File: src/qsp_pkg.sv
// ----------------------------------------------------------------------------
// qsp_pkg
// Shared types, character codes and helper functions for the query string
// pair parser.
// ----------------------------------------------------------------------------
package qsp_pkg;

    // characters that steer the parse
    localparam logic [7:0] CHAR_PERCENT = 8'h25;
    localparam logic [7:0] CHAR_PLUS    = 8'h2B;
    localparam logic [7:0] CHAR_AMP     = 8'h26;
    localparam logic [7:0] CHAR_EQUALS  = 8'h3D;
    localparam logic [7:0] CHAR_W       = 8'h57;
    localparam logic [7:0] CHAR_ZERO    = 8'h30;
    localparam logic [7:0] CHAR_SPACE   = 8'h20;

    // result kinds
    localparam logic [1:0] KIND_NAME  = 2'd0;
    localparam logic [1:0] KIND_VALUE = 2'd1;
    localparam logic [1:0] KIND_END   = 2'd2;

    // pending escape counts
    localparam logic [1:0] PEND_NONE    = 2'd0;
    localparam logic [1:0] PEND_PERCENT = 2'd1;
    localparam logic [1:0] PEND_DIGIT   = 2'd2;

    // register index of plus_as_space (taken from paddr bit 2)
    localparam logic REG_PLUS_AS_SPACE = 1'b0;

    localparam int MAX_RESULTS = 4;

    typedef struct packed {
        logic [7:0] data;
        logic [1:0] kind;
        logic       done;
    } result_t;

    // all results caused by one input byte
    typedef struct packed {
        logic [2:0]                    count;
        result_t [MAX_RESULTS-1:0]     ent;
    } batch_t;

    function automatic logic is_hex(input logic [7:0] c);
        return ((c >= 8'h30) && (c <= 8'h39)) ||
               ((c >= 8'h61) && (c <= 8'h66)) ||
               ((c >= 8'h41) && (c <= 8'h46));
    endfunction

    function automatic logic [3:0] hex_val(input logic [7:0] c);
        logic [7:0] lc;
        logic [7:0] d;
        lc = c;
        if ((c >= 8'h41) && (c <= 8'h46)) begin
            lc = c + 8'd32;
        end
        if ((lc >= 8'h30) && (lc <= 8'h39)) begin
            d = lc - CHAR_ZERO;
        end else begin
            d = lc - CHAR_W;
        end
        return d[3:0];
    endfunction

endpackage

File: src/qsp_decode.sv
// ----------------------------------------------------------------------------
// qsp_decode
// Parse state and the single-pass decode of one byte into its result batch.
// ----------------------------------------------------------------------------
module qsp_decode (
    input  logic            aclk,
    input  logic            aresetn,
    input  logic            in_fire,
    input  logic [7:0]      in_byte,
    input  logic            end_of_query,
    input  logic            plus_as_space,
    output qsp_pkg::batch_t batch
);

    logic       value_reg, value_next;
    logic [1:0] pcount_reg, pcount_next;
    logic [7:0] pdigit_reg, pdigit_next;

    // decode of the current byte against the parse state
    always_comb begin
        logic [2:0]    n;
        logic          closed;
        logic          hex;
        qsp_pkg::batch_t b;
        b           = '0;
        n           = 3'd0;
        closed      = 1'b0;
        hex         = qsp_pkg::is_hex(in_byte);
        value_next  = value_reg;
        pcount_next = pcount_reg;
        pdigit_next = pdigit_reg;

        if (!value_reg) begin
            if (in_byte == qsp_pkg::CHAR_AMP) begin
                b.ent[n[1:0]] = '{8'd0, qsp_pkg::KIND_END, end_of_query};
                n = n + 3'd1;
                closed = 1'b1;
            end else if (in_byte == qsp_pkg::CHAR_EQUALS) begin
                value_next = 1'b1;
            end else begin
                b.ent[n[1:0]] = '{in_byte, qsp_pkg::KIND_NAME, 1'b0};
                n = n + 3'd1;
            end
        end else if (pcount_reg == qsp_pkg::PEND_PERCENT && hex) begin
            pcount_next = qsp_pkg::PEND_DIGIT;
            pdigit_next = in_byte;
        end else if (pcount_reg == qsp_pkg::PEND_DIGIT && hex) begin
            b.ent[n[1:0]] = '{{qsp_pkg::hex_val(pdigit_reg), qsp_pkg::hex_val(in_byte)},
                              qsp_pkg::KIND_VALUE, 1'b0};
            n = n + 3'd1;
            pcount_next = qsp_pkg::PEND_NONE;
            pdigit_next = 8'd0;
        end else begin
            // broken escape goes out literally
            if (pcount_reg != qsp_pkg::PEND_NONE) begin
                b.ent[n[1:0]] = '{qsp_pkg::CHAR_PERCENT, qsp_pkg::KIND_VALUE, 1'b0};
                n = n + 3'd1;
            end
            if (pcount_reg == qsp_pkg::PEND_DIGIT) begin
                b.ent[n[1:0]] = '{pdigit_reg, qsp_pkg::KIND_VALUE, 1'b0};
                n = n + 3'd1;
            end
            pcount_next = qsp_pkg::PEND_NONE;
            pdigit_next = 8'd0;
            if (in_byte == qsp_pkg::CHAR_AMP) begin
                b.ent[n[1:0]] = '{8'd0, qsp_pkg::KIND_END, end_of_query};
                n = n + 3'd1;
                closed = 1'b1;
            end else if (in_byte == qsp_pkg::CHAR_PERCENT) begin
                pcount_next = qsp_pkg::PEND_PERCENT;
            end else if (plus_as_space && in_byte == qsp_pkg::CHAR_PLUS) begin
                b.ent[n[1:0]] = '{qsp_pkg::CHAR_SPACE, qsp_pkg::KIND_VALUE, 1'b0};
                n = n + 3'd1;
            end else begin
                b.ent[n[1:0]] = '{in_byte, qsp_pkg::KIND_VALUE, 1'b0};
                n = n + 3'd1;
            end
        end

        // end of query: flush what is left and close the pair
        if (end_of_query && !closed) begin
            if (pcount_next != qsp_pkg::PEND_NONE) begin
                b.ent[n[1:0]] = '{qsp_pkg::CHAR_PERCENT, qsp_pkg::KIND_VALUE, 1'b0};
                n = n + 3'd1;
            end
            if (pcount_next == qsp_pkg::PEND_DIGIT) begin
                b.ent[n[1:0]] = '{pdigit_next, qsp_pkg::KIND_VALUE, 1'b0};
                n = n + 3'd1;
            end
            b.ent[n[1:0]] = '{8'd0, qsp_pkg::KIND_END, 1'b1};
            n = n + 3'd1;
            closed = 1'b1;
        end

        if (closed) begin
            value_next  = 1'b0;
            pcount_next = qsp_pkg::PEND_NONE;
            pdigit_next = 8'd0;
        end

        b.count = n;
        batch   = b;
    end

    // parse state advances on each accepted byte
    always_ff @(posedge aclk) begin
        if (!aresetn) begin
            value_reg  <= 1'b0;
            pcount_reg <= qsp_pkg::PEND_NONE;
            pdigit_reg <= 8'd0;
        end else if (in_fire) begin
            value_reg  <= value_next;
            pcount_reg <= pcount_next;
            pdigit_reg <= pdigit_next;
        end
    end

endmodule

File: src/qsp_emit.sv
// ----------------------------------------------------------------------------
// qsp_emit
// Result register: holds the batch of one byte and hands it out one result
// per transfer.
// ----------------------------------------------------------------------------
module qsp_emit (
    input  logic            aclk,
    input  logic            aresetn,
    input  logic            load,
    input  qsp_pkg::batch_t batch,
    output logic            room,
    output logic            m_valid,
    input  logic            m_ready,
    output qsp_pkg::result_t m_res,
    output logic            m_run_last
);

    logic [2:0]                                 cnt_reg, cnt_next;
    qsp_pkg::result_t [qsp_pkg::MAX_RESULTS-1:0] ent_reg, ent_next;
    logic                                       take;

    assign m_valid    = (cnt_reg != 3'd0);
    assign take       = m_valid && m_ready;
    assign m_res      = ent_reg[0];
    assign m_run_last = (cnt_reg == 3'd1);
    // a new batch fits once the held one is gone or leaves this cycle
    assign room       = (cnt_reg == 3'd0) || ((cnt_reg == 3'd1) && m_ready);

    // load a new batch or shift the held one down
    always_comb begin
        cnt_next = cnt_reg;
        ent_next = ent_reg;
        if (load) begin
            cnt_next = batch.count;
            ent_next = batch.ent;
        end else if (take) begin
            cnt_next = cnt_reg - 3'd1;
            for (int i = 0; i < qsp_pkg::MAX_RESULTS - 1; i++) begin
                ent_next[i] = ent_reg[i+1];
            end
        end
    end

    always_ff @(posedge aclk) begin
        if (!aresetn) begin
            cnt_reg <= 3'd0;
        end else begin
            cnt_reg <= cnt_next;
        end
    end

    always_ff @(posedge aclk) begin
        ent_reg <= ent_next;
    end

endmodule

File: src/query_string_pair_parser.sv
// ----------------------------------------------------------------------------
// query_string_pair_parser
// Splits a query string into name/value pairs and percent-decodes values.
// ----------------------------------------------------------------------------
//  channel   direction  payload
//  s_axis    in         tdata = in_byte, tlast = end_of_query
//  m_axis    out        tdata = out_byte, tuser = out_kind/run_last, tlast = query_done
//  apb       in/out     plus_as_space at byte address 0
//
// A byte is decoded in the cycle it is accepted and its results land in the
// result register; they leave one per cycle unless the output stalls. A byte
// with several results holds the input until its last one leaves; bytes go
// in one per cycle while each gives at most one result; else the output paces.
// Reset is synchronous: parse state back to the name part, result register
// empty, plus_as_space cleared. Output stalls back up into s_axis_tready.
// ----------------------------------------------------------------------------
module query_string_pair_parser (
    input  logic       aclk,
    input  logic       aresetn,
    // input stream
    input  logic       s_axis_tvalid,
    output logic       s_axis_tready,
    input  logic [7:0] s_axis_tdata,   // [7:0] in_byte
    input  logic       s_axis_tlast,
    // result stream
    output logic       m_axis_tvalid,
    input  logic       m_axis_tready,
    output logic [7:0] m_axis_tdata,   // [7:0] out_byte
    output logic [2:0] m_axis_tuser,   // [1:0] out_kind, [2] run_last
    output logic       m_axis_tlast,   // query_done
    // configuration
    input  logic       psel,
    input  logic       penable,
    input  logic       pwrite,
    input  logic [2:0] paddr,
    input  logic [31:0] pwdata,
    output logic [31:0] prdata,
    output logic       pready
);

    logic             plus_reg;
    logic             s_fire;
    logic             room;
    logic             run_last;
    qsp_pkg::batch_t  batch;
    qsp_pkg::result_t res;

    // configuration register
    assign pready = 1'b1;
    always_ff @(posedge aclk) begin
        if (!aresetn) begin
            plus_reg <= 1'b0;
        end else if (psel && penable && pwrite && pready &&
                     paddr[2] == qsp_pkg::REG_PLUS_AS_SPACE) begin
            plus_reg <= pwdata[0];
        end
    end
    assign prdata = (paddr[2] == qsp_pkg::REG_PLUS_AS_SPACE) ? {31'd0, plus_reg} : 32'd0;

    assign s_axis_tready = room;
    assign s_fire        = s_axis_tvalid && s_axis_tready;

    qsp_decode u_decode (
        .aclk          (aclk),
        .aresetn       (aresetn),
        .in_fire       (s_fire),
        .in_byte       (s_axis_tdata),
        .end_of_query  (s_axis_tlast),
        .plus_as_space (plus_reg),
        .batch         (batch)
    );

    qsp_emit u_emit (
        .aclk       (aclk),
        .aresetn    (aresetn),
        .load       (s_fire),
        .batch      (batch),
        .room       (room),
        .m_valid    (m_axis_tvalid),
        .m_ready    (m_axis_tready),
        .m_res      (res),
        .m_run_last (run_last)
    );

    assign m_axis_tdata = res.data;
    assign m_axis_tuser = {run_last, res.kind};
    assign m_axis_tlast = res.done;

    // a pair end is always the last result of its byte
    a_end_is_run_last : assert property (@(posedge aclk) disable iff (!aresetn)
        m_axis_tvalid && m_axis_tuser[1:0] == qsp_pkg::KIND_END |-> m_axis_tuser[2])
        else $error("pair end not marked as last result of its byte");

    // query close only on a pair end
    a_done_on_end : assert property (@(posedge aclk) disable iff (!aresetn)
        m_axis_tvalid && m_axis_tlast |-> m_axis_tuser[1:0] == qsp_pkg::KIND_END)
        else $error("query_done on a result that is not a pair end");

    // an input transfer never overwrites a result still waiting
    a_no_overrun : assert property (@(posedge aclk) disable iff (!aresetn)
        s_fire && m_axis_tvalid |-> m_axis_tready && m_axis_tuser[2])
        else $error("input accepted over a pending result");

endmodule
File: config.mk
export PLATFORM = sky130hd
export DESIGN_NAME = query_string_pair_parser
export DESIGN_NICKNAME = d
export VERILOG_FILES = /design/src/qsp_pkg.sv /design/src/qsp_decode.sv /design/src/qsp_emit.sv /design/src/query_string_pair_parser.sv
export SDC_FILE = /design/constraint.sdc
export NUM_CORES = 1
export LEC_CHECK = 0
export ABC_CLOCK_PERIOD_IN_PS = 7350
export BUFFER_PORTS_ARGS = -buffer_cell sky130_fd_sc_hd__buf_2
export CAP_MARGIN = 25
export CORE_ASPECT_RATIO = 1.4
export CORE_MARGIN = 2
export CORE_UTILIZATION = 50
export DETAILED_ROUTE_END_ITERATION = 8
export GPL_TIMING_DRIVEN = 0
export PLACE_DENSITY_LB_ADDON = 0.3
export SETUP_SLACK_MARGIN = 0.02
export SYNTH_ARGS = -nofsm -noshare
export SYNTH_HDL_FRONTEND = slang
export SYNTH_HIERARCHICAL = 1
export SYNTH_SLANG_ARGS = --single-unit
File: constraint.sdc
create_clock -name aclk -period 7.35 [get_ports aclk]
set_input_delay 1.1025 -clock aclk [delete_from_list [all_inputs] [get_ports aclk]]
set_output_delay 1.1025 -clock aclk [all_outputs]
set_load 0.05 [all_outputs]
==> results.md, run 1 <==
- Commonest cells in the netlist: buf_4 (44), edfxtp_1 (44), nand2_1 (42)
- Initial DRC Count: 336
- Async set-reset flop share out of synthesis: 0%
- Hold buffers post-CTS: 0
- CP Data Arrival Time: 6440 ps
- Net Sw Power: 0.636 mW
- Synth Register Bits: 59
- Placed cells: 707
- Root Buffer: clkbuf_16
- Resized cells post-CTS: 0
- Slew headroom: 35.6%
- # setup viols final: 0
- Hold path cells: 1
- Sum Neg Setup Slack: 0 ps
- Clock transition at path regs: 60 ps
- # port buffers: 31
- Initial antenna violation count: 0
- Synth Instances: 510
- Crit path largest cell delay: 550 ps
- Yosys top cell area share: 26.6%
- DPL Wire Length: 11200 um
- RePlAce Congestion: 0.932
- Reg2Reg Depth: 20
- Sequential share of power: 34.2%
- Count of flip-flops with a built-in enable after synthesis: 44
- Fmax achieved: 157 MHz
- Tcrit/Tclk final: 86.5%
- Post-CTS setup buffers: 0
- Post-synthesis cell type count: 86
- Core Area: 9790 um2
- RSZ-0062 raised after global routing: false
- Largest cells by area after synthesis: edfxtp_1 (27%), mux2_2 (7.5%), buf_4 (6.6%)
- Synth-to-layout area growth: 15.5%
- Minimum clock period: 6360 ps
- Final clock skew: 6.50 ps
- Reg2Reg Setup Slack: 2140 ps
- Mean Syn Cell Area: 9.75 um2
- Clock tree from TritonCTS: built
- Clk_lat worst skew: 330 ps
- Hold slack final: 540 ps
- DRT Pass-1 Iters: 5
- VDD IR max: 0.236 mV
- Critical-path cell list: buf_2 -> inv_1 -> ha_1 -> or4b_1 -> o211ai_2 -> o211a_2 -> o21a_1 -> buf_2 -> nand3_1 -> ha_1 -> nor2_1 -> nor2_1 -> a221oi_4 -> inv_1 -> ha_1 -> nor2_1 -> a21oi_1 -> ha_1 -> and2_0 -> clkbuf_1 -> a21oi_2 -> a32o_1 -> mux2_2
- Primary FF master, synth: edfxtp_1
- Fin nets: 659
- Worst Hold Class: reg -> reg
- Vias in the first global route: 4107
- Final ANT Viol Nets: 0
- Most used cell, CP: ha_1
- Sequential cell area fraction in the yosys report: 32.6%
- Worst min-delay path endpoint: u_emit/m_res[5]
- First-pass GRT wire length: 22500 um
- DR WL/cell: 20.6 um
- Dominant cell type by area after synthesis: edfxtp_1
- CTS H-tree depth: 3
- Via/cell ratio: 6.00
- ANT cells: 0
- I/O Pins: 98
- Via Count: 4339
- Largest register FFs: 33
- Setup crit end kind: register
- Sinks on Clock Net: 59
- Critical path fanouts, max: 10
- Pin count of the biggest net entering global routing: 20
- Die height: 122 um
- DIE WIDTH: 88.3 um
- Comb power frac: 40.7%
- Clk pwr share: 25.1%
- Final Hold Viols: 0
- Global Route Usage Sum: 28.7%
- Critical R2R Launch: u_decode/pcount_reg[1]
- Max_cap viols: 0
- Std-Cell Rows: 43
- Clk buf depth: 2
- Die area: 10800 um2
- Worst-Margin Slew: 958 ps
- Switching part of the total power: 37.3%
- Critical path type: in -> reg
- LEAKAGE: 2.32 nW
- Crit path max-delay cell type: or4b_1
- Internal: 1.07 mW
- WL final: 14900 um
- Drc violations: 0
- Synthesized area: 4970 um2
- Post-Layout Cell Count: 723
- Status: finished clean
- Gr ovfl total: 0
- Initial core utilization: 50.8%
- Final core occ: 58.6%
- Worst Path Required: 7430 ps
- CTS Buf Count: 9
- Synth warnings: 6
- Max-slew violation count: 0
- Share of cells above drive strength 1: 29.6%
- Worst hold path startpoint: u_emit/ent_reg[16]
- Reg2reg end: u_emit/ent_reg[20]
- CP startpoint kind: primary input
- Cell area power density: 297 nW/um2
[power by group through the flow]
stage / clock network (mW) / registers (mW) / logic (mW)
after global placement: 0 / 0.585 / 0.656
after CTS: 0.435 / 0.585 / 0.699
after global routing: 0.446 / 0.595 / 0.745
after floorplan: 0 / 0.578 / 0.549
after detailed placement: 0 / 0.589 / 0.694
final: 0.428 / 0.584 / 0.694
[worst max path at each step]
stage / startpoint / end / slack [ps]
2_1_floorplan: s_axis_tdata[0] / u_emit/ent_reg[15] / 1820
3_3_place_gp: s_axis_tdata[1] / u_emit/ent_reg[20] / 820
3_5_place_dp: s_axis_tdata[1] / u_emit/ent_reg[20] / 760
4_1_cts: s_axis_tdata[1] / u_emit/ent_reg[20] / 1090
5_1_grt: s_axis_tdata[1] / u_emit/ent_reg[20] / 640
6_report: s_axis_tdata[1] / u_emit/ent_reg[20] / 990
[worst max-delay path: cells and delay by family]
family | cells | cell delay, ps
AOI/OAI and AO/OA | 7 | 1710
buffers and inverters | 5 | 990
and+or+nand+nor | 6 | 1130
adders and majority gates | 4 | 1220
muxes | 1 | 280
[area by class of cell]
class,count,area (um2)
buffer,69,480
clock buffer,9,225
clock inverter,7,78.8
fill,907,4050
inverter,18,67.6
multi-input combinational,394,2910
sequential,59,1620
tap,135,169
timing repair buffer,32,183
[cell families (layout without fill, tap and decap cells)]
group | after synthesis | count (layout) | synth area share [%]
other | 2 | 32 | 0.151
flip-flops | 59 | 59 | 32.6
multiplexers | 37 | 37 | 8.31
XOR/XNOR | 8 | 8 | 1.41
AO/OA/AOI/OAI | 137 | 137 | 23.1
AND/OR/NAND/NOR | 155 | 155 | 17.1
buffers and inverters | 87 | 135 | 11.0
adder cells (fa/ha/maj) | 25 | 25 | 6.29
[cell usage in the layout, fill, tap and decap left out, types with 14 or more instances in the layout]
cell type and instances:
edfxtp_1 44, mux2_2 33, inv_1 16, ha_1 25, buf_2 40, a22oi_1 14, nand2_1 42, a21oi_1 27
conb_1 32, buf_4 44, nor2b_1 19, nor3_1 18, nor2_1 25, dfxtp_1 15
[metrics by stage]
step                      worst slack (ps)  instance area, um2  power [mW]
after floorplan                       1820                5080        1.13
after global placement                 824                5410        1.24
after detailed placement               759                5440        1.28
after CTS                             1090                5740        1.72
after global routing                   638                5740        1.79
final                                  994                5740        1.71
[routing by layer]
metal	vias up	GRT usage, %	share of wire [%]
met2	242	47.4	49
met3	65	5.15	6.4
li1	1982	-	-
met1	2050	33.3	38
met4	0	18.9	6.6
met5	-	0	0
Power figures use the tool's default switching activity.
==> inputs of run 2 (changes only) <==
REMOVE_ABC_BUFFERS = 1   (was default)
==> run 2 against run 1 <==
Net effect: via count fell by 7.4%; clock-buffer cell count unchanged; global-route usage is 3.0 points lower; critical endpoint is now u_emit/ent_reg[18]; utilization fell by 3.9 points; cell count decreased by 9.0%; non-clock buffer count decreased by 65; critical path depth fell by 2; total power fell by 1.8%; first-iteration DRC count up 22%; register-to-register slack worse by 280 ps; combinational power is 12% lower; highest routed layer unchanged.
==> results.md, run 2 (same netlist as run 1, synthesis figures left out) <==
- Clk_lat worst skew: 340 ps (about the same)
- Most used cell, CP: ha_1
- Root Buffer: clkbuf_16
- First-pass GRT wire length: 20600 um (-8.4%)
- Hold buffers post-CTS: 0 (unchanged)
- RePlAce Congestion: 0.947 (+1.6%)
- Critical R2R Launch: u_decode/pcount_reg[1]
- Via Count: 4017 (-7.4%)
- Sinks on Clock Net: 59 (unchanged)
- Setup WS pre-CTS: 622 ps (-136 ps)
- Clock transition at path regs: 60 ps (about the same)
- Final Hold Viols: 0 (unchanged)
- Cell area power density: 313 nW/um2 (+5.3%)
- Synth-to-layout area growth: 7.75%
- Minimum clock period: 6510 ps (+157 ps)
- Comb power frac: 36.3% (-4.4 points)
- Fmax achieved: 154 MHz (-2.4%)
- Resized cells post-CTS: 0 (unchanged)
- Beginning of the critical path: s_axis_tdata[1]
- Clock tree from TritonCTS: built
- Global Route Usage Sum: 25.7% (-3.0 points)
- CTS H-tree depth: 3 (unchanged)
- RSZ-0062 raised after global routing: false
- Critical path fanouts, max: 14 (+4)
- Pin count of the biggest net entering global routing: 43 (+110%)
- DIE WIDTH: 88.3 um (unchanged)
- Sequential share of power: 34.7% (+0.5 points)
- Initial antenna violation count: 0 (unchanged)
- Fin nets: 594 (-9.9%)
- LEAKAGE: 2.05 nW (-12%)
- DR WL/cell: 20.3 um (-1.3%)
- VDD IR max: 0.258 mV (+9.1%)
- Net Sw Power: 0.602 mW (-5.5%)
- Std-Cell Rows: 43 (unchanged)
- # port buffers: 32 (+3.2%)
- Critical-path cell list: buf_2 -> inv_1 -> ha_1 -> or4b_1 -> o211ai_2 -> o211a_2 -> o21a_1 -> nand3_1 -> ha_1 -> nor2_1 -> nor2_1 -> a221oi_4 -> inv_1 -> ha_1 -> nor2_1 -> a21oi_1 -> ha_1 -> and2_0 -> a21oi_2 -> a32o_1 -> mux2_2
- Die height: 122 um (unchanged)
- Filler instances: 933 (+2.9%)
- Vias in the first global route: 3839 (-6.5%)
- Slew headroom: 30.8% (-4.8 points)
- Worst Path Required: 7440 ps (about the same)
- Via/cell ratio: 6.10 (+1.7%)
- Clk pwr share: 29.0% (+3.9 points)
- Share of cells above drive strength 1: 22.8% (-6.8 points)
- ANT cells: 0 (unchanged)
- Gr ovfl total: 0 (unchanged)
- Worst hold path startpoint: plus_reg
- Switching part of the total power: 35.9% (-1.4 points)
- CTS Buf Count: 9 (unchanged)
- Setup crit end kind: register
- CP startpoint kind: primary input
- Commonest non-fill, non-tap cell in the layout: edfxtp_1
- WL final: 13400 um (-10%)
- Largest register FFs: 33 (unchanged)
- Commonest non-fill, non-tap cells in the layout: edfxtp_1 (44), nand2_1 (42), mux2_2 (33)
- Sum Neg Setup Slack: 0 ps (unchanged)
- I/O Pins: 98 (unchanged)
- Worst-Margin Slew: 1030 ps (+71.9 ps)
- # setup viols final: 0 (unchanged)
- Crit path largest cell delay: 550 ps (about the same)
- Post-CTS setup buffers: 0 (unchanged)
- Worst Hold Class: reg -> reg
- Initial core utilization: 50.8% (unchanged)
- Final ANT Viol Nets: 0 (unchanged)
- Status: finished clean
- Fin worst setup slack: 837 ps (-157 ps)
- CP Data Arrival Time: 6600 ps (+160 ps)
- Initial DRC Count: 410 (+22%)
- Drc violations: 0 (unchanged)
- Tcrit/Tclk final: 88.6% (+2.1 points)
- Max_cap viols: 0 (unchanged)
- Final clock skew: 4.99 ps (-1.51 ps)
- Die area: 10800 um2 (unchanged)
- Internal: 1.07 mW (+0.43%)
- Clk buf depth: 2 (unchanged)
- Max-slew violation count: 0 (unchanged)
- Critical path type: in -> reg
- Crit path max-delay cell type: or4b_1
- DRT Pass-1 Iters: 5 (unchanged)
- Core Area: 9790 um2 (unchanged)
- DPL Wire Length: 9860 um (-12%)
run 2: cell types whose count changed in the layout (fill, tap and decap cells not counted), moves of 2 or more:
cell	before	now
buf_1	2	0
buf_2	40	32
buf_4	44	1
buf_6	6	0
bufinv_16	1	3
clkbuf_1	8	0
clkinv_4	5	0
run 2: worst paths after layout:
path / end / slack (ps) / depth (start not counted)
setup / recovery: u_emit/ent_reg[18] / 840 / 21
hold / removal: plus_reg / 490 / 2
setup reg to reg: u_emit/ent_reg[18] / 1860 / 18
hold reg to reg: plus_reg / 490 / 2
run 2: per-stage QoR:
step / hold WS, ps / instance area [um2] / util (%) / std cells / power [mW]
CTS: 495 / 5350 / 54.6 / 657 / 1.70
finish: 489 / 5360 / 54.7 / 658 / 1.68
detailed placement: 485 / 5010 / 51.2 / 641 / 1.20
global route: 506 / 5360 / 54.7 / 658 / 1.76
floorplan: 447 / 4600 / - / 471 / 1.04
global placement: 484 / 4930 / 50.4 / 638 / 1.16
run 2: power groups by stage:
| stage | Clock, mW | Combinational (mW) | Sequential [mW] |
|---|---|---|---|
| 3_3_place_gp | 0 | 0.570 | 0.587 |
| 5_1_grt | 0.506 | 0.655 | 0.595 |
| 4_1_cts | 0.494 | 0.617 | 0.584 |
| 3_5_place_dp | 0 | 0.613 | 0.590 |
| 6_report | 0.486 | 0.609 | 0.581 |
| 2_1_floorplan | 0 | 0.348 | 0.696 |
run 2: routing by layer:
metal | wire (um) | part of all wire, % | global-route usage (%) | up-vias
met3 | 552 | 4.1 | 4.20 | 50
met2 | 6590 | 49 | 42.0 | 166
met4 | 882 | 6.6 | 17.3 | 0
met1 | 5330 | 40 | 30.2 | 1947
li1 | - | - | - | 1854
met5 | 0 | 0 | 0 | -
run 2: worst max-delay path: cells and delay by family:
family	cells	cell delay, ps
and+or+nand+nor	6	1410
buffers and inverters	3	460
AOI/OAI and AO/OA	7	2080
adders and majority gates	4	1260
muxes	1	260
run 2: layout make-up:
type	instances	area [um2]	share of cell area, %
Clock buffer	9	225	4.20
Clock inverter	7	115	2.15
Inverter	18	67.6	1.26
Multi-Input combinational cell	394	2920	54.4
Sequential cell	59	1620	30.3
Tap cell	135	169	3.15
Timing Repair Buffer	36	243	4.53
==> inputs of run 3 (changes only) <==
SYNTH_HIERARCHICAL = default   (was 1)
==> run 3 against run 2 <==
Net effect: sequential share of layout area up 1.2 points; non-clock buffer count up 1; via count up 6.1%; largest power group unchanged.
==> results.md, run 3 <==
- Status: finished clean
- Via/cell ratio: 6.55 (+7.2%)
- Largest cells by area after synthesis: edfxtp_1 (28%), buf_4 (6.9%), ha_1 (6.8%)
- Largest register FFs: 33 (unchanged)
- Clk buf depth: 2 (unchanged)
- Resized cells post-CTS: 0 (unchanged)
- Via Count: 4261 (+6.1%)
- Most used cell, CP: ha_1
- Critical-path cell list: buf_2 -> inv_1 -> ha_1 -> or3b_1 -> nor2_1 -> o211ai_2 -> nor3b_2 -> o21ai_0 -> ha_1 -> o21ai_0 -> ha_1 -> a2bb2oi_1 -> ha_1 -> a21oi_1 -> nand4_1 -> a31oi_1
- Pin count of the biggest net entering global routing: 39 (-9.3%)
- Hold buffers post-CTS: 0 (unchanged)
- Synth-to-layout area growth: 7.25%
- Crit path max-delay cell type: o211ai_2
- WL final: 14000 um (+4.9%)
- Sequential cell area fraction in the yosys report: 33.8% (+1.2 points)
- Mean Syn Cell Area: 8.94 um2 (-8.3%)
- Synth Register Bits: 59 (unchanged)
- DRT Pass-1 Iters: 7 (+2)
- DIE WIDTH: 86.8 um (-1.7%)
- Die area: 10400 um2 (-3.3%)
- Share of cells above drive strength 1: 12.8% (-10 points)
- Std-Cell Rows: 42 (-2.3%)
- DR WL/cell: 21.5 um (+6.0%)
- Final ANT Viol Nets: 0 (unchanged)
- Tcrit/Tclk final: 75.5% (-13 points)
- Cell area power density: 319 nW/um2 (+2.0%)
- Gr ovfl total: 0 (unchanged)
- Final clock skew: 7.70 ps (+2.71 ps)
- Drc violations: 0 (unchanged)
- Root Buffer: clkbuf_16
- Critical path fanouts, max: 14 (unchanged)
- Initial antenna violation count: 0 (unchanged)
- LEAKAGE: 2.00 nW (-2.1%)
- Commonest cells in the netlist: buf_4 (44), edfxtp_1 (44), nand2_1 (44)
- Max-slew violation count: 0 (unchanged)
- Worst Path Required: 7520 ps (+80 ps)
- Critical path type: in -> reg
- Placed cells: 635 (-0.94%)
- Setup WS pre-CTS: 1540 ps (+922 ps)
- Worst Hold Class: reg -> reg
- Vias in the first global route: 4099 (+6.8%)
- # port buffers: 32 (unchanged)
- RePlAce Congestion: 0.999 (+5.4%)
- Synth warnings: 0 (-6)
- Yosys top cell area share: 27.5% (+0.95 points)
- Async set-reset flop share out of synthesis: 0% (unchanged)
- DPL Wire Length: 10300 um (+4.1%)
- Minimum clock period: 5550 ps (-962 ps)
- Clock transition at path regs: 60 ps (about the same)
- ANT cells: 0 (unchanged)
- Global Route Usage Sum: 27.5% (+1.8 points)
- CTS H-tree depth: 3 (unchanged)
- VDD IR max: 0.364 mV (+41%)
- Post-CTS setup buffers: 0 (unchanged)
- First-pass GRT wire length: 21800 um (+6.1%)
- CTS Buf Count: 9 (unchanged)
- CP startpoint kind: primary input
- Sinks on Clock Net: 59 (unchanged)
- I/O Pins: 98 (unchanged)
- Initial DRC Count: 607 (+48%)
- Post-synthesis cell type count: 74 (-14%)
- Primary FF master, synth: edfxtp_1
- Clock tree from TritonCTS: built
- Slew headroom: 31.0% (+0.18 points)
- RSZ-0062 raised after global routing: false
- Setup crit end kind: register
- Clk_lat worst skew: 340 ps (about the same)
- Fin worst setup slack: 1800 ps (+962 ps)
- Final Hold Viols: 0 (unchanged)
- Post-Layout Cell Count: 651 (-1.1%)
- Synth Instances: 537 (+5.3%)
- Synthesized area: 4800 um2 (-3.4%)
- Core Area: 9410 um2 (-3.9%)
- Initial core utilization: 51.0% (+0.26 points)
- Dominant cell type by area after synthesis: edfxtp_1
- Fin nets: 613 (+3.2%)
- Commonest non-fill, non-tap cells in the layout: nand2_1 (44), edfxtp_1 (44), conb_1 (32), buf_2 (32), ha_1 (26)
- CP Data Arrival Time: 5730 ps (-870 ps)
- Count of flip-flops with a built-in enable after synthesis: 44 (unchanged)
- Fmax achieved: 180 MHz (+17%)
- Worst-Margin Slew: 1030 ps (-2.69 ps)
- Max_cap viols: 0 (unchanged)
- # setup viols final: 0 (unchanged)
- Sum Neg Setup Slack: 0 ps (unchanged)
- Crit path largest cell delay: 410 ps (-140 ps)
- Filler instances: 863 (-7.5%)
- Die height: 120 um (-1.7%)
run 3: cell type report:
| class | instances | area (um2) | share of cell area [%] |
|---|---|---|---|
| inverter | 20 | 75.1 | 1.46 |
| multi-input combinational | 409 | 2760 | 53.5 |
| sequential | 59 | 1620 | 31.5 |
| timing repair buffer | 37 | 274 | 5.32 |
| clock buffer | 9 | 225 | 4.38 |
| tap | 110 | 138 | 2.67 |
| clock inverter | 7 | 58.8 | 1.14 |
run 3: layer usage:
layer	routed length (um)	global-route usage, %	share of wire [%]
met1	5300	32.8	38
met2	6910	45.5	49
met3	954	4.95	6.8
met4	843	15.6	6.0
met5	0	0	0
run 3: per-stage QoR:
step	util [%]	power (mW)	hold slack [ps]	instance area [um2]
finish	54.7	1.64	477	5150
global route	54.7	1.71	506	5150
CTS	54.7	1.65	481	5150
detailed placement	51.7	1.24	468	4860
global placement	50.4	1.18	464	4740
floorplan	-	1.03	447	4440
run 3: power breakdown:
group	switching (mW)	total, mW	leakage, nW	internal [mW]
Clock	0.152	0.409	0.138	0.257
Combinational	0.473	0.658	1.31	0.185
Sequential	0.0372	0.576	0.560	0.538
run 3: path summary, 6_finish.rpt:
kind / startpoint / to / slack (ps) / cells after the start
min reg2reg: u_emit.cnt_reg[1] / u_emit.cnt_reg[1] / 480 / 2
max: s_axis_tdata[1] / u_emit.ent_reg[30] / 1800 / 16
min: u_emit.cnt_reg[1] / u_emit.cnt_reg[1] / 480 / 2
max reg2reg: u_decode.value_reg / u_emit.ent_reg[30] / 3090 / 13
run 3: cells by family after synthesis:
family / synth area share, %
other cells: 0.156
simple gates: 19.6
compound gates: 26.5
flops: 33.8
mux: 0.834
buf+inv: 11.4
fa+ha+maj: 6.78
xor+xnor: 0.913
run 3: critical path, delay by kind of cell:
family	cells	cell delay (ps)
compound gates	6	1690
simple gates	4	1340
buf+inv	2	380
fa+ha+maj	4	1210
